$ cat src/design/s2x_pkg.sv
// ----------------------------------------------------------------------------
// Scale2x upscaler package
// Shared constants, types and dimension helpers for the Scale2x stream block.
// ----------------------------------------------------------------------------
package s2x_pkg;

  localparam int MAX_WIDTH  = 1024;
  localparam int MAX_HEIGHT = 1024;

  localparam int COL_W     = $clog2(MAX_WIDTH);
  localparam int ROW_W     = $clog2(MAX_HEIGHT) + 1;
  localparam int DIM_W     = 11;
  localparam int PIX_W     = 32;
  localparam int OUT_POS_W = 10;

  localparam int WIDTH_RESET  = 1024;
  localparam int HEIGHT_RESET = 1024;

  typedef logic [PIX_W-1:0]     pixel_t;
  typedef logic [COL_W-1:0]     col_t;
  typedef logic [COL_W:0]       span_t;
  typedef logic [ROW_W-1:0]     row_t;
  typedef logic [DIM_W-1:0]     dim_t;
  typedef logic [OUT_POS_W-1:0] pos_t;

  typedef enum logic {
    OP_PIXEL = 1'b0,
    OP_FLUSH = 1'b1
  } op_t;

  typedef enum logic {
    REG_IMAGE_WIDTH  = 1'b0,
    REG_IMAGE_HEIGHT = 1'b1
  } cfg_reg_t;

  typedef struct packed {
    logic   rd_en;
    col_t   rd_addr0;
    col_t   rd_addr1;
    logic   wr_en_a;
    logic   wr_en_b;
    col_t   wr_addr;
  } bank_req_t;

  typedef struct packed {
    logic   bank_sel;
    logic   b_ok;
    logic   f_ok;
    pixel_t d;
    pixel_t h;
    pos_t   col;
    pos_t   row;
    logic   last;
  } tap_t;

  function automatic span_t eff_width(dim_t v);
    span_t r;
    if (v == '0) begin
      r = span_t'(1);
    end else if (int'(v) > MAX_WIDTH) begin
      r = span_t'(MAX_WIDTH);
    end else begin
      r = span_t'(v);
    end
    return r;
  endfunction

  function automatic row_t eff_height(dim_t v);
    row_t r;
    if (v == '0) begin
      r = row_t'(1);
    end else if (int'(v) > MAX_HEIGHT) begin
      r = row_t'(MAX_HEIGHT);
    end else begin
      r = row_t'(v);
    end
    return r;
  endfunction

endpackage

$ cat src/design/s2x_blend.sv
// ----------------------------------------------------------------------------
// Scale2x blend stage
// Pairs the item tap with the row bank read data, applies the Scale2x corner
// rule and holds the finished block in the output register.
// ----------------------------------------------------------------------------
module s2x_blend (
  input  logic            clk,
  input  logic            rst,
  input  logic            emit,
  input  s2x_pkg::tap_t   tap,
  input  s2x_pkg::pixel_t a_rd0,
  input  s2x_pkg::pixel_t a_rd1,
  input  s2x_pkg::pixel_t b_rd0,
  input  s2x_pkg::pixel_t b_rd1,
  input  logic            out_ready,
  output logic            in_ready,
  output s2x_pkg::pixel_t e_prev,
  output logic            out_valid,
  output s2x_pkg::pixel_t top_left,
  output s2x_pkg::pixel_t top_right,
  output s2x_pkg::pixel_t bottom_left,
  output s2x_pkg::pixel_t bottom_right,
  output s2x_pkg::pos_t   src_col,
  output s2x_pkg::pos_t   src_row,
  output logic            frame_last
);

  logic            stage_valid;
  s2x_pkg::tap_t   stage;
  logic            advance;
  s2x_pkg::pixel_t pb;
  s2x_pkg::pixel_t pd;
  s2x_pkg::pixel_t pe;
  s2x_pkg::pixel_t pf;
  s2x_pkg::pixel_t ph;
  s2x_pkg::pixel_t e0;
  s2x_pkg::pixel_t e1;
  s2x_pkg::pixel_t e2;
  s2x_pkg::pixel_t e3;

  always_comb begin
    advance  = stage_valid && (!out_valid || out_ready);
    in_ready = !stage_valid || !out_valid || out_ready;
    pe       = stage.bank_sel ? b_rd0 : a_rd0;
    e_prev   = pe;
    pf       = stage.f_ok ? (stage.bank_sel ? b_rd1 : a_rd1) : '0;
    pb       = stage.b_ok ? (stage.bank_sel ? a_rd0 : b_rd0) : '0;
    pd       = stage.d;
    ph       = stage.h;
    e0 = (pd == pb && pb != pf && pd != ph) ? pd : pe;
    e1 = (pb == pf && pb != pd && pf != ph) ? pf : pe;
    e2 = (pd == ph && pd != pb && ph != pf) ? pd : pe;
    e3 = (ph == pf && pd != ph && pb != pf) ? pf : pe;
  end

  always_ff @(posedge clk) begin
    if (rst) begin
      stage_valid <= 1'b0;
    end else if (emit) begin
      stage_valid <= 1'b1;
    end else if (advance) begin
      stage_valid <= 1'b0;
    end
  end

  always_ff @(posedge clk) begin
    if (emit) begin
      stage <= tap;
    end
  end

  always_ff @(posedge clk) begin
    if (rst) begin
      out_valid <= 1'b0;
    end else if (advance) begin
      out_valid <= 1'b1;
    end else if (out_ready) begin
      out_valid <= 1'b0;
    end
  end

  always_ff @(posedge clk) begin
    if (advance) begin
      top_left     <= e0;
      top_right    <= e1;
      bottom_left  <= e2;
      bottom_right <= e3;
      src_col      <= stage.col;
      src_row      <= stage.row;
      frame_last   <= stage.last;
    end
  end

endmodule

$ cat config.mk
export PLATFORM = sky130hd
export DESIGN_NAME = s2x_blend
export DESIGN_NICKNAME = d
export VERILOG_FILES = /design/src/design/s2x_pkg.sv /design/src/design/s2x_blend.sv
export SDC_FILE = /design/constraint.sdc
export NUM_CORES = 1
export LEC_CHECK = 0
export BUFFER_PORTS_ARGS = -buffer_cell sky130_fd_sc_hd__buf_2
export CAP_MARGIN = 10
export CORE_ASPECT_RATIO = 0.7
export CORE_MARGIN = 4
export CORE_UTILIZATION = 55
export DETAILED_ROUTE_END_ITERATION = 10
export PLACE_DENSITY_LB_ADDON = 0.05
export SLEW_MARGIN = 10
export SYNTH_ARGS = -nofsm -noshare
export SYNTH_HDL_FRONTEND = slang
export SYNTH_SLANG_ARGS = --single-unit
$ cat constraint.sdc
create_clock -name clk -period 23.4 [get_ports clk]
set_input_delay 0 -clock clk [delete_from_list [all_inputs] [get_ports clk]]
set_output_delay 0 -clock clk [all_outputs]
set_load 0.01 [all_outputs]
Word-level counts from Yosys, hierarchy flattened
Cells that the tools add are included.

storage, ports and cells
  flip-flop bits (word level) = 239
  bits of input ports = 220
  output and inout port bits = 183
  logic and storage cells = 56

operators by class
  eq/ne operators = 10
  mux-type cells = 13
  reductions and logical operators = 16

operators by type and width
  cell                number
  32-bit two-way mux  9
  32-bit != test      6
  32-bit == test      4
  1-bit logical AND   9
  1-bit two-way mux   4
  2-bit nonzero test  2
  1-bit logical OR    3
  1-bit logical NOT   2

Logic depth before layout (Yosys ltp)
  depth after elaboration = 6
  gate-level depth with buffers = 14
  gate-level depth less buffers = 8

Least setup slack after synthesis
OpenSTA, ideal clock, no wires.

  kind = reg-to-reg
  from = reg out_valid
  to = reg bottom_left[0], enable pin
  library setup time = 678 ps
  arrival time = 7088 ps
  required time = 22722 ps
  setup slack = 15634 ps
  stages on the path, launching flop included = 3
  buffers on the path = 0
  clock period less this slack = 7766 ps
  cell sequence = dfxtp_1 nor2b_1 nor2b_1

on the way
  longest elaborated chain between the ends = 3

RTL lines
  element                 RTL line         text
  from (decl)             s2x_blend.sv:18  output logic out_valid,
  from (signal assigned)  s2x_blend.sv:74  out_valid <= 1'b0;
  from (signal assigned)  s2x_blend.sv:76  out_valid <= 1'b1;
  from (signal assigned)  s2x_blend.sv:78  out_valid <= 1'b0;
  1-bit logical NOT       s2x_blend.sv:42  advance = stage_valid && (!out_valid || out_ready);
  1-bit logical OR        s2x_blend.sv:42
  1-bit logical AND       s2x_blend.sv:42
  net advance             s2x_blend.sv:30  logic advance;
  to (signal assigned)    s2x_blend.sv:86  bottom_left <= e2;
  to (decl)               s2x_blend.sv:21  output s2x_pkg::pixel_t bottom_left,

The timed path passes the listed nets, and every way through them passes these cells.
A chain may end at the register's enable or synchronous reset.

Final worst setup path
  from = reg stage[87] (netlist bit)
  to = reg top_right[19] (data pin)

on the way
  longest elaborated chain between the ends = 6
  elaborated cells on any way between the ends = 11
  classes of those cells = eq/ne: 3; mux: 6; reduce/logical: 2

RTL lines
  element                                             RTL line                          text
  from (decl)                                         s2x_blend.sv:29                   s2x_pkg::tap_t stage;
  from (signal assigned)                              s2x_blend.sv:68                   stage <= tap;
  32-bit two-way mux (on tied branches) (2 in a row)  s2x_blend.sv:47, s2x_blend.sv:46
  32-bit == test or 32-bit != test (tied branches)    s2x_blend.sv:51                   e1 = (pb == pf && pb != pd && pf != ph) ? pf : pe;
  1-bit logical AND (2 in a row)                      s2x_blend.sv:51
  32-bit two-way mux (*)                              s2x_blend.sv:51
  net e1[19]                                          s2x_blend.sv:37                   s2x_pkg::pixel_t e1;
  to (signal assigned)                                s2x_blend.sv:85                   top_right <= e1;
  to (decl)                                           s2x_blend.sv:20                   output s2x_pkg::pixel_t top_right,

Mark *: on every way through the listed nets, which the timed path passes. The rest lies on a longest branch.

==> metrics.txt <==
PortBufs=402; synth cell count leaders=edfxtp_1, mux2i_1, mux2_2, xor2_1, nand2_1; register bit total from synthesis=239; Clock Sinks=239; Die Width=189 um; synthesized netlist cell count=907; setup_tns=0 ns; Area contributors post-synth=edfxtp_1, mux2i_1, mux2_2; Post-CTS Resized=0; Adder-Cell Fraction of Synth Area=0; initial antenna violation count=5; # IOs=403; Mapped Area=12700 um^2; simple-gate share of the synthesized area=0.0773; Clock Path Buffers=3; Post-Syn Area per Cell=14.0 um^2; Final #Nets=1681; HP Start=b_rd0[10]; status=finished, final reports clean; row count=46; GPL Wtd Cong=0.911; CTS clk-pin slew, worst paths=0.06 ns; clock share of power=0.355; WL final=42.2 mm; CTS root buf=clkbuf_16; Final Cell Area=17300 um^2; RSZ-0062 raised after global routing=no; Final WS setup=18.75 ns; H-tree lvl count=1; worst-margin pin slew=1.10 ns; FMAX=215 MHz; Worst path slowest cell=nor2b_4; CTS tree=yes; VDD IR max=0.0000501 V; remaining antenna violation count=0; Die Span Y=135 um; crit path launch=stage[87]$_DFFE_PP_; maxcap violations=0; Power Density=66.5 nW/um^2; DRC=0; Overflow after GRT=0; sequential area share after synthesis=0.564; DR iter-0 viols=967; Logic pwr share=0.188; gr usage total=0.318; core area=22700 um^2; Post-Synth XOR/XNOR Area=0.0559; Post-synth EDFFs=237; Final min period=4.65 ns; Setup Buffers After CTS=0; NetSw=0.304 mW; TritonCTS buffer count=24; Vias=10200; Worst-Skew Late Latency=0.53 ns; critical-path cell list=buf_12 -> mux2i_1 -> nand2b_1 -> xor2_1 -> nor4_1 -> nand4_1 -> or4_4 -> nor2b_4 -> buf_4 -> mux2i_1; Ys Warns=0; Fillers=1496; P_int=0.845 mW; clock skew=0.0114 ns; Hold Vio Cnt, Final=0; number of global-route vias before repair=10300; largest net degree at the start of global routing=118; worst stage delay on the critical path=0.65 ns; HPWL Detailed=28.6 mm; final setup violation count=0; Req. time, crit path=23.76 ns; multiplexer area fraction after synthesis=0.217; Hold Crit Class=in2reg; CP max FO=117; CP Launch Type=flop; Placed Area=14800 um^2; WS Path Type=reg2reg; leak pwr=6.90 nW; pre-CTS setup slack=18.87 ns; Slew HR=0.270; die area=25600 um^2; Via-to-Cell Ratio=5.69; post-layout util=0.762; Reg2Reg Launch Point=stage[87]$_DFFE_PP_; FFs w/ async S/R, synth=0; Synth Net Count=1127; post-DR wirelength/cell=23.5 um; Main synth FF type=edfxtp_1; Initial Util=0.559; period utilization=0.199; first-pass GRT wire length=61.8 mm; Critical Path End Type=flop; Syn-to-layout area delta=36.3%; Net Sw Frac=0.265; most used cell, CP=mux2i_1; compound-gate portion of the synthesized area=0.0456; count leader, synth=edfxtp_1; DRT Pass-1 Iters=5; fraction of layout cells with a size suffix above 1=0.387; main combinational cell family by area after synthesis=multiplexers; leading area contributor after synthesis=edfxtp_1; synth unique cells=48; Final Slew Violations=0; worst path arrival time=5.01 ns; post-synth top area share=0.561; Sequential Power Share=0.456
path summary, 6_finish.rpt:
kind,cells past startpoint,slack (ns),to
hold / removal,4,0.008,top_left[10]$_DFFE_PP_
setup / recovery,10,18.75,top_right[19]$_DFFE_PP_
hold reg to reg,0,0.42,src_row[5]$_DFFE_PP_
setup reg to reg,10,18.75,top_right[19]$_DFFE_PP_
cell usage in the layout, fill, tap and decap left out, types with 2 or more instances in the layout:
master / Yosys / routed
nand3_1: 2 / 2
o31ai_1: 8 / 8
buf_4: 6 / 9
nor4b_1: 22 / 22
bufinv_16: 0 / 4
xnor2_1: 17 / 17
dfxtp_1: 2 / 2
nor3_1: 22 / 22
mux2_2: 76 / 76
nand2b_1: 7 / 7
edfxtp_1: 237 / 237
nand2_1: 50 / 50
a31oi_1: 4 / 4
buf_2: 7 / 401
a32oi_1: 8 / 8
nor2b_4: 0 / 2
nor4_2: 3 / 3
mux2_4: 37 / 37
xor2_1: 64 / 64
dlygate4sd3_1: 0 / 164
a2bb2oi_1: 2 / 2
o21ai_0: 37 / 37
clkinv_2: 0 / 5
clkinv_1: 0 / 4
mux2i_1: 123 / 123
mux2_1: 8 / 8
nor2_1: 14 / 14
a21oi_1: 6 / 6
nor4_1: 15 / 15
nand4_1: 15 / 15
nor3b_1: 12 / 12
a21boi_0: 16 / 16
clkbuf_1: 11 / 3
diode_2: 0 / 5
inv_1: 35 / 34
clkbuf_16: 0 / 25
state kept, by name (all words and copies together) (netlist names):
register	cells
bottom_left	32
bottom_right	32
frame_last	1
out_valid	1
pd	32
ph	32
src_col	10
src_row	10
stage	24
stage_valid	1
top_left	32
top_right	32
through the flow:
| stage | total power, mW | hold WS (ns) | cells |
|---|---|---|---|
| 6_report | 1.15 | 0.00787 | 1795 |
| 4_1_cts | 1.15 | 0.00416 | 1790 |
| 3_5_place_dp | 0.717 | 0.177 | 1583 |
| 3_3_place_gp | 0.714 | 0.175 | 1583 |
| 2_1_floorplan | 0.642 | 0.0724 | 907 |
| 5_1_grt | 1.19 | 0.0151 | 1793 |
critical path: cells and delay by family (launching register included):
family                 cells  cell delay [ns]
XOR/XNOR                   1             0.09
flip-flops                 1             0.38
AND/OR/NAND/NOR            5             2.21
multiplexers               2             0.70
buffers and inverters      2             1.03
logic make-up after synthesis:
logic type	count (synthesis)
DFF	239
xor gates and xnor gates	81
buffers and inverters	82
muxes	245
and+or+nand+nor	171
AOI/OAI and AO/OA	89
power groups by stage:
| stage | sequential, mW | combinational [mW] | clock [mW] |
|---|---|---|---|
| 2_1_floorplan | 0.537 | 0.104 | 0 |
| 3_3_place_gp | 0.532 | 0.182 | 0 |
| 3_5_place_dp | 0.532 | 0.185 | 0 |
| 4_1_cts | 0.523 | 0.211 | 0.411 |
| 5_1_grt | 0.526 | 0.231 | 0.430 |
| 6_report | 0.524 | 0.216 | 0.409 |
what timing repair did:
| item | 4_1_cts | 5_1_grt |
|---|---|---|
| hold buffers | 164 | 0 |
| endpoints found under the hold margin | 199 | 0 |
| endpoints found under the setup margin | 0 | 0 |
final cells by class:
type,instances,area [um^2],share of cell area
sequential,239,7160,0.414
multi-input combinational,586,5040,0.292
timing repair buffer,575,3740,0.216
clock buffer,28,637,0.0368
tap,312,390,0.0226
clock inverter,15,178,0.0103
inverter,35,131,0.00760
antenna,5,12.5,0.000724
per-layer routing:
| metal | GRT usage | up-vias | share of wire |
|---|---|---|---|
| met4 | 0.0855 | 2 | 0.024 |
| met3 | 0.0876 | 81 | 0.10 |
| met2 | 0.525 | 567 | 0.48 |
| met5 | 0 | - | 0.00019 |
| li1 | - | 4577 | - |
| met1 | 0.420 | 4981 | 0.40 |
Note: power is estimated with default switching activity, not from simulation.
