$ cat config.mk
export PLATFORM = sky130hd
export DESIGN_NAME = s2x_seq
export DESIGN_NICKNAME = d
export VERILOG_FILES = /design/src/design/s2x_pkg.sv /design/src/design/s2x_seq.sv
export SDC_FILE = /design/constraint.sdc
export NUM_CORES = 1
export LEC_CHECK = 0
export BUFFER_PORTS_ARGS = -buffer_cell sky130_fd_sc_hd__buf_2
export CORE_ASPECT_RATIO = 0.75
export CORE_MARGIN = 1
export CORE_UTILIZATION = 54
export DETAILED_ROUTE_END_ITERATION = 8
export HOLD_SLACK_MARGIN = 0.02
export PLACE_DENSITY = 0.89
export SYNTH_ARGS = -nofsm -noshare
export SYNTH_HDL_FRONTEND = slang
export SYNTH_SLANG_ARGS = --single-unit
export TNS_END_PERCENT = 100
$ cat constraint.sdc
create_clock -name clk -period 14.7 [get_ports clk]
set_clock_uncertainty 0.05 [all_clocks]
set_input_delay 1.47 -clock clk [delete_from_list [all_inputs] [get_ports clk]]
set_output_delay 1.47 -clock clk [all_outputs]
set_load 0.02 [all_outputs]
$ cat src/design/s2x_pkg.sv
// ----------------------------------------------------------------------------
// Scale2x upscaler package
// Shared constants, types and dimension helpers for the Scale2x stream block.
// ----------------------------------------------------------------------------
package s2x_pkg;

  localparam int MAX_WIDTH  = 1024;
  localparam int MAX_HEIGHT = 1024;

  localparam int COL_W     = $clog2(MAX_WIDTH);
  localparam int ROW_W     = $clog2(MAX_HEIGHT) + 1;
  localparam int DIM_W     = 11;
  localparam int PIX_W     = 32;
  localparam int OUT_POS_W = 10;

  localparam int WIDTH_RESET  = 1024;
  localparam int HEIGHT_RESET = 1024;

  typedef logic [PIX_W-1:0]     pixel_t;
  typedef logic [COL_W-1:0]     col_t;
  typedef logic [COL_W:0]       span_t;
  typedef logic [ROW_W-1:0]     row_t;
  typedef logic [DIM_W-1:0]     dim_t;
  typedef logic [OUT_POS_W-1:0] pos_t;

  typedef enum logic {
    OP_PIXEL = 1'b0,
    OP_FLUSH = 1'b1
  } op_t;

  typedef enum logic {
    REG_IMAGE_WIDTH  = 1'b0,
    REG_IMAGE_HEIGHT = 1'b1
  } cfg_reg_t;

  typedef struct packed {
    logic   rd_en;
    col_t   rd_addr0;
    col_t   rd_addr1;
    logic   wr_en_a;
    logic   wr_en_b;
    col_t   wr_addr;
  } bank_req_t;

  typedef struct packed {
    logic   bank_sel;
    logic   b_ok;
    logic   f_ok;
    pixel_t d;
    pixel_t h;
    pos_t   col;
    pos_t   row;
    logic   last;
  } tap_t;

  function automatic span_t eff_width(dim_t v);
    span_t r;
    if (v == '0) begin
      r = span_t'(1);
    end else if (int'(v) > MAX_WIDTH) begin
      r = span_t'(MAX_WIDTH);
    end else begin
      r = span_t'(v);
    end
    return r;
  endfunction

  function automatic row_t eff_height(dim_t v);
    row_t r;
    if (v == '0) begin
      r = row_t'(1);
    end else if (int'(v) > MAX_HEIGHT) begin
      r = row_t'(MAX_HEIGHT);
    end else begin
      r = row_t'(v);
    end
    return r;
  endfunction

endpackage

$ cat src/design/s2x_seq.sv
// ----------------------------------------------------------------------------
// Scale2x sequencer
// Holds the image size registers and the raster position, and issues the row
// bank accesses and the item tap for each accepted item that fits the phase.
// ----------------------------------------------------------------------------
module s2x_seq (
  input  logic               clk,
  input  logic               rst,
  input  logic               cfg_take,
  input  logic               cfg_index,
  input  s2x_pkg::dim_t      cfg_data,
  input  logic               take,
  input  logic               op,
  input  s2x_pkg::pixel_t    pixel,
  input  s2x_pkg::pixel_t    e_prev,
  output logic               emit,
  output s2x_pkg::tap_t      tap,
  output s2x_pkg::bank_req_t req
);

  s2x_pkg::dim_t  image_width;
  s2x_pkg::dim_t  image_height;
  s2x_pkg::col_t  in_col;
  s2x_pkg::row_t  in_row;
  s2x_pkg::col_t  flush_col;
  logic           bank_select;
  logic           left_live;

  s2x_pkg::span_t w;
  s2x_pkg::row_t  h;
  logic           in_phase;
  s2x_pkg::col_t  col_cur;
  s2x_pkg::col_t  x;
  s2x_pkg::span_t x_next;
  s2x_pkg::span_t w_m1;
  logic           row_end;
  logic           work;
  logic           writes;
  s2x_pkg::row_t  row_m1;

  always_comb begin
    w        = s2x_pkg::eff_width(image_width);
    h        = s2x_pkg::eff_height(image_height);
    w_m1     = w - s2x_pkg::span_t'(1);
    in_phase = in_row < h;
    col_cur  = in_phase ? in_col : flush_col;
    x        = ({1'b0, col_cur} < w) ? col_cur : w_m1[s2x_pkg::COL_W-1:0];
    x_next   = {1'b0, x} + s2x_pkg::span_t'(1);
    row_end  = x_next >= w;
    row_m1   = in_row - s2x_pkg::row_t'(1);
    if (in_phase) begin
      work = take && (op == s2x_pkg::OP_PIXEL);
    end else begin
      work = take && (op == s2x_pkg::OP_FLUSH);
    end
    emit   = work && (!in_phase || (in_row != '0));
    writes = work && in_phase;
  end

  always_comb begin
    req.rd_en    = emit;
    req.rd_addr0 = x;
    req.rd_addr1 = x_next[s2x_pkg::COL_W-1:0];
    req.wr_en_a  = writes && bank_select;
    req.wr_en_b  = writes && !bank_select;
    req.wr_addr  = x;
  end

  always_comb begin
    tap.bank_sel = bank_select;
    tap.b_ok     = in_row >= s2x_pkg::row_t'(2);
    tap.f_ok     = !row_end;
    tap.d        = left_live ? e_prev : '0;
    tap.h        = in_phase ? pixel : '0;
    tap.col      = s2x_pkg::pos_t'(x);
    tap.row      = s2x_pkg::pos_t'(row_m1);
    tap.last     = !in_phase && row_end;
  end

  always_ff @(posedge clk) begin
    if (rst) begin
      image_width  <= s2x_pkg::dim_t'(s2x_pkg::WIDTH_RESET);
      image_height <= s2x_pkg::dim_t'(s2x_pkg::HEIGHT_RESET);
    end else if (cfg_take) begin
      case (cfg_index)
        s2x_pkg::REG_IMAGE_WIDTH:  image_width  <= cfg_data;
        s2x_pkg::REG_IMAGE_HEIGHT: image_height <= cfg_data;
        default: ;
      endcase
    end
  end

  always_ff @(posedge clk) begin
    if (rst) begin
      in_col      <= '0;
      in_row      <= '0;
      flush_col   <= '0;
      bank_select <= 1'b0;
      left_live   <= 1'b0;
    end else if (work) begin
      if (in_phase) begin
        if (row_end) begin
          in_col      <= '0;
          in_row      <= in_row + s2x_pkg::row_t'(1);
          bank_select <= !bank_select;
          left_live   <= 1'b0;
        end else begin
          in_col <= x_next[s2x_pkg::COL_W-1:0];
          if (emit) begin
            left_live <= 1'b1;
          end
        end
      end else begin
        if (row_end) begin
          in_row    <= '0;
          in_col    <= '0;
          flush_col <= '0;
          left_live <= 1'b0;
        end else begin
          flush_col <= x_next[s2x_pkg::COL_W-1:0];
          left_live <= 1'b1;
        end
      end
    end
  end

endmodule

---- After elaboration in Yosys (flattened, before gate mapping) ----
Index checks and enable logic that the tools add are counted.
word-level totals
  bits in registers ....................... 55
  input bits .............................. 81
  output and inout bits ................... 122
  word-level logic and storage cells ...... 62
cells by class
  add/sub/neg operators ................... 4
  order comparisons ....................... 6
  equality and inequality tests ........... 1
  muxes and demuxes ....................... 19
  bitwise operators ....................... 3
  reductions and logical operators ........ 22
operator list
  operator                                                             number
  two-way mux 11 bit                                                   7
  two-way mux 32 bit                                                   2
  two-way mux 10 bit                                                   5
  > comparator 11 bit (second input constant)                          2
  logical NOT 11 bit                                                   2
  subtractor 10 x 1 -> 10 bit (second input constant)                  2
  AND reduction 2 bit                                                  6
  adder 10 x 1 -> 11 bit (second input constant)                       1
  adder 11 x 1 -> 11 bit (second input constant)                       1
  greater-or-equal comparator 11 bit                                   1
  greater-or-equal comparator 11 x 2 -> 1 bit (second input constant)  1
  < comparator 10 x 11 -> 1 bit                                        1
  < comparator 11 bit                                                  1
  nonzero test 11 bit                                                  1
  logical AND 1 bit                                                    7
  two-way mux 1 bit                                                    5
  logical NOT 1 bit                                                    3
  != test 3 x 2 -> 1 bit (second input constant)                       1
  NOT 1 bit                                                            3
  AND reduction 3 bit                                                  1
  nonzero test 2 bit                                                   1
  logical OR 1 bit                                                     1

---- Longest topological paths before layout ----
  word-level depth ........................ 11
  mapped depth ............................ 37
  mapped depth without buffers ............ 33

---- Worst setup path before layout ----
OpenSTA, ideal clock, no wires.
  path kind ............................... register to output
  start point ............................. reg image_height[4]
  end point ............................... out tap[0] in the netlist's numbering
  arrival time ............................ 7.201 ns
  required time ........................... 13.180 ns
  setup slack ............................. 5.979 ns
  cell stages (with the launch flop) ...... 32
  path buffers ............................ 3
  path through ............................ dfxtp_1 -> nor4_2 -> nand3_2 -> o21ai_0 -> nand2_1 -> ha_1 -> nand4_1 -> nor4_2 -> a221oi_4 -> nand2_2 -> buf_6 -> mux2_4 -> ha_1 -> nand3_1 -> a2111oi_0 -> a211oi_1 -> nor3_1 -> buf_4 -> nor2_1 -> a21oi_1 -> ha_1 -> clkbuf_1 -> o221ai_1 -> xor2_1 -> mux2i_1 -> inv_1 -> ha_1 -> or4_1 -> or3_1 -> o21a_1 -> nand2_1 -> nor2_1
RTL lines
  item                    line           source
  start, declared         s2x_seq.sv:22  s2x_pkg::dim_t image_height;
  start signal, assigned  s2x_seq.sv:83  image_height <= s2x_pkg::dim_t'(s2x_pkg::HEIGHT_RESET);
  start signal, assigned  s2x_seq.sv:87  s2x_pkg::REG_IMAGE_HEIGHT: image_height <= cfg_data;
  end, declared           s2x_seq.sv:17  output s2x_pkg::tap_t tap,

==> impl_metrics.csv <==
group,metric,value,unit
outcome,outcome,"complete, no violations",
setup_path,crit_top_cell,"ha_1",
synthesis,synth_fa_ha_area_share,8.98,%
synthesis,syn_nets,781,
power_and_ir_drop,switching_share,43.8,%
drt,drt_first_pass_iters,6,
place,dp.cells,946,
power_and_ir_drop,p_seq_share,29.5,%
setup_path,critPathMaxFanout,43,
synthesis,synth_area_leader_cell,"dfxtp_1",
final_layout,drive_above_1_share,30.4,%
drt,wirelength,16600,µm
setup_path,cp-start-kind,"flop",
synthesis,synth_top_area_share,22.0,%
sta,worstMarginPinSlew,1.01,ns
final_layout,area_growth,21.0,%
cts,ctsResizeCount,0,
synthesis,synth_area,5010,µm²
sta,fmax,0.102,GHz
synthesis,synth_warnings,0,
cts,root_buffer,"clkbuf_16",
drt,avgRoutedWirePerCell,17.4,µm
final_layout,n_antenna_cell,0,
floorplanning,initial_utilization,55.4,%
place,port_buffers,202,
setup_path,slowest_stage,"or4_1",
power_and_ir_drop,powerDensity,91.6,nW/µm²
sta,maxSlewViolCount,0,
setup_path,endpoint_kind,"primary output",
floorplanning,rows,30,
sta,setup_tns,0,ns
place,place_ws,5.48,ns
setup_path,criticalPathCategory,"reg2out",
cts,cts_buffer_depth,2,
final_layout,nets,942,
cts,cts_made_buffers,5,
floorplanning,floorplan.die_area,9680,µm²
global_route,antenna_found_initial,0,
synthesis,synthArstFlopShare,0,%
drt,antenna_left,0,
floorplanning,die_height,85.4,µm
synthesis,synth_flop_cell,"dfxtp_1",
sta,finalSetupViolCount,0,
synthesis,synth_edf_count,0,
synthesis,synthCells,664,
synthesis,synthXorXnorAreaFrac,3.49,%
power_and_ir_drop,p_leak,0.00287,µW
synthesis,synthMuxAreaShare,4.69,%
drt,vias,5594,
drt,drt-vias-per-instance,5.86,
cts,clock-sinks,55,
setup_path,path_buf_inv,4,
global_route,grt_usage,33.8,%
place,routabilityCongestion,1.08,
synthesis,synth_most_common_cell,"nand2_1",
global_route,grt_pass1_vias,4874,
cts,clock_latency,0.30,ns
synthesis,synthSimpleGateAreaFrac,31.5,%
sta,timing.final.crit_period,9.77,ns
synthesis,seq_area_frac_synth,22.0,%
global_route,grt_remaining_overflow,0,
floorplanning,top_level_ports,203,
drt,drtIter0Drc,617,
hold_path,hold_path_class,"reg2reg",
synthesis,avgSynthCellArea,7.55,µm²
sta,fin_crit_sh,66.4,%
power_and_ir_drop,ir_drop,70.1,µV
synthesis,synth_compound_area_share,20.9,%
setup_path,cpPeakStageDelay,0.52,ns
global_route,grt_pass1_wl,25600,µm
power_and_ir_drop,power,555,µW
setup_path,worst_path_dominant_cell_family,"simple AND/OR/NAND/NOR gates",
cts,postCtsSetupBuffers,0,
floorplanning,die_w,113,µm
power_and_ir_drop,p_sw,243,µW
sta,setup_ws,4.93,ns
cts,cts_tree,"yes",
place,dp_hpwl,13200,µm
synthesis,synthTopCellsByCount,"nand2_1, dfxtp_1, a21oi_1, and2_1, ha_1",
final_layout,stdcell_count,954,
setup_path,critPathArrivalTime,8.25,ns
cts,cts_hold_buf,0,
floorplanning,design.core.area,9050,µm²
synthesis,synth.distinct_cells,70,
cts,htreeDepth,2,
drt,route.detailed.drc,0,
sta,hold_violations,0,
power_and_ir_drop,internal-power,312,µW
run,maxCapViolations,0,
synthesis,ys_seq_elements,55,
synthesis,synth.area.top_cells,"dfxtp_1, ha_1, nand2_1",
cts,cts.clk_slew.worst_paths,0.07,ns
sta,slew_headroom,31.6,%
synthesis,synth_top_family_by_area,"simple AND/OR/NAND/NOR gates",
sta,rsz0062_at_grt,"false",
setup_path,cp.required,13.18,ns
global_route,grt_max_degree,44,
power_and_ir_drop,p_clk_share,21.4,%
power_and_ir_drop,pwr-share-comb,49.1,%
-- routing by layer --
| layer | vias up | wire [µm] | global-route usage, % |
|---|---|---|---|
| li1 | 2680 | - | - |
| met1 | 2550 | 7310 | 47.6 |
| met2 | 321 | 7150 | 51.5 |
| met3 | 43 | 1770 | 7.29 |
| met4 | 0 | 393 | 10.4 |
| met5 | - | 0 | 0 |
-- metrics by stage --
stage	instance area [µm²]	hold WS (ns)	utilization (%)
after floorplan	5010	0.392	-
after global placement	5920	0.410	65.5
after detailed placement	5920	0.412	65.5
after CTS	6060	0.430	67.0
after global routing	6060	0.449	67.0
final	6060	0.431	67.0
-- layout make-up --
cell class / instances / area (µm²)
Inverter: 34 / 128
Fill cell: 771 / 2980
Timing Repair Buffer: 207 / 1050
Clock inverter: 2 / 12.5
Multi-Input combinational cell: 522 / 3490
Sequential cell: 55 / 1100
Tap cell: 128 / 160
Clock buffer: 6 / 129
-- cell usage in the layout (no fill, tap or decap), types with 6 or more instances in the layout --
cell      count
nand3_1      15
nand2b_1      6
mux2i_1      10
xnor2_1      13
buf_2       202
mux2_4        6
nand2_1      93
o211ai_1      7
o21ai_1      10
and2_1       41
inv_1        30
xor2_1        7
or3_1        10
nor2_1       34
and3_1       33
ha_1         36
o21a_1        9
a21oi_1      54
dfxtp_1      55
a211oi_1      7
nand4_1      12
nor3_1       16
o21ai_0      20
a31oi_1       7
-- path summary, 6_finish.rpt --
path,start,to,slack (ns),cells past startpoint
min reg2reg,image_height[8]$_SDFFE_PP0P_,image_height[8]$_SDFFE_PP0P_,0.43,2
min,image_height[8]$_SDFFE_PP0P_,image_height[8]$_SDFFE_PP0P_,0.43,2
max reg2reg,image_height[4]$_SDFFE_PP0P_,in_row[9]$_SDFFE_PP0P_,5.92,31
max,image_height[4]$_SDFFE_PP0P_,tap[0],4.93,31
-- kinds of logic (layout without fill, tap and decap cells) --
logic type | after synthesis | count (layout)
simple gates | 291 | 291
mux | 20 | 20
flops | 55 | 55
xor+xnor | 20 | 20
fa+ha+maj | 36 | 36
compound gates | 155 | 155
buf+inv | 87 | 249
-- state kept, by name, indices dropped and copies added, names as in the netlist --
| signal | cells |
|---|---|
| bank_select | 1 |
| flush_col | 10 |
| image_height | 11 |
| image_width | 11 |
| in_col | 10 |
| in_row | 11 |
| left_live | 1 |
-- worst register-to-register path: cells and delay by family, from the launching register on --
kind	cells	cell delay, ns
adders and majority gates	4	1.22
DFF	1	0.34
xor gates and xnor gates	1	0.19
buffers and inverters	3	0.58
muxes	2	0.61
and+or+nand+nor	10	2.60
AOI/OAI and AO/OA	11	3.14
-- power by group through the flow --
stage | clock [µW] | sequential [µW] | combinational, µW
after global routing | 127 | 165 | 292
after global placement | 0 | 166 | 264
after floorplan | 0 | 163 | 201
after CTS | 119 | 163 | 268
after detailed placement | 0 | 167 | 267
final | 119 | 164 | 273
No activity file was read; power rests on OpenSTA's default activity.
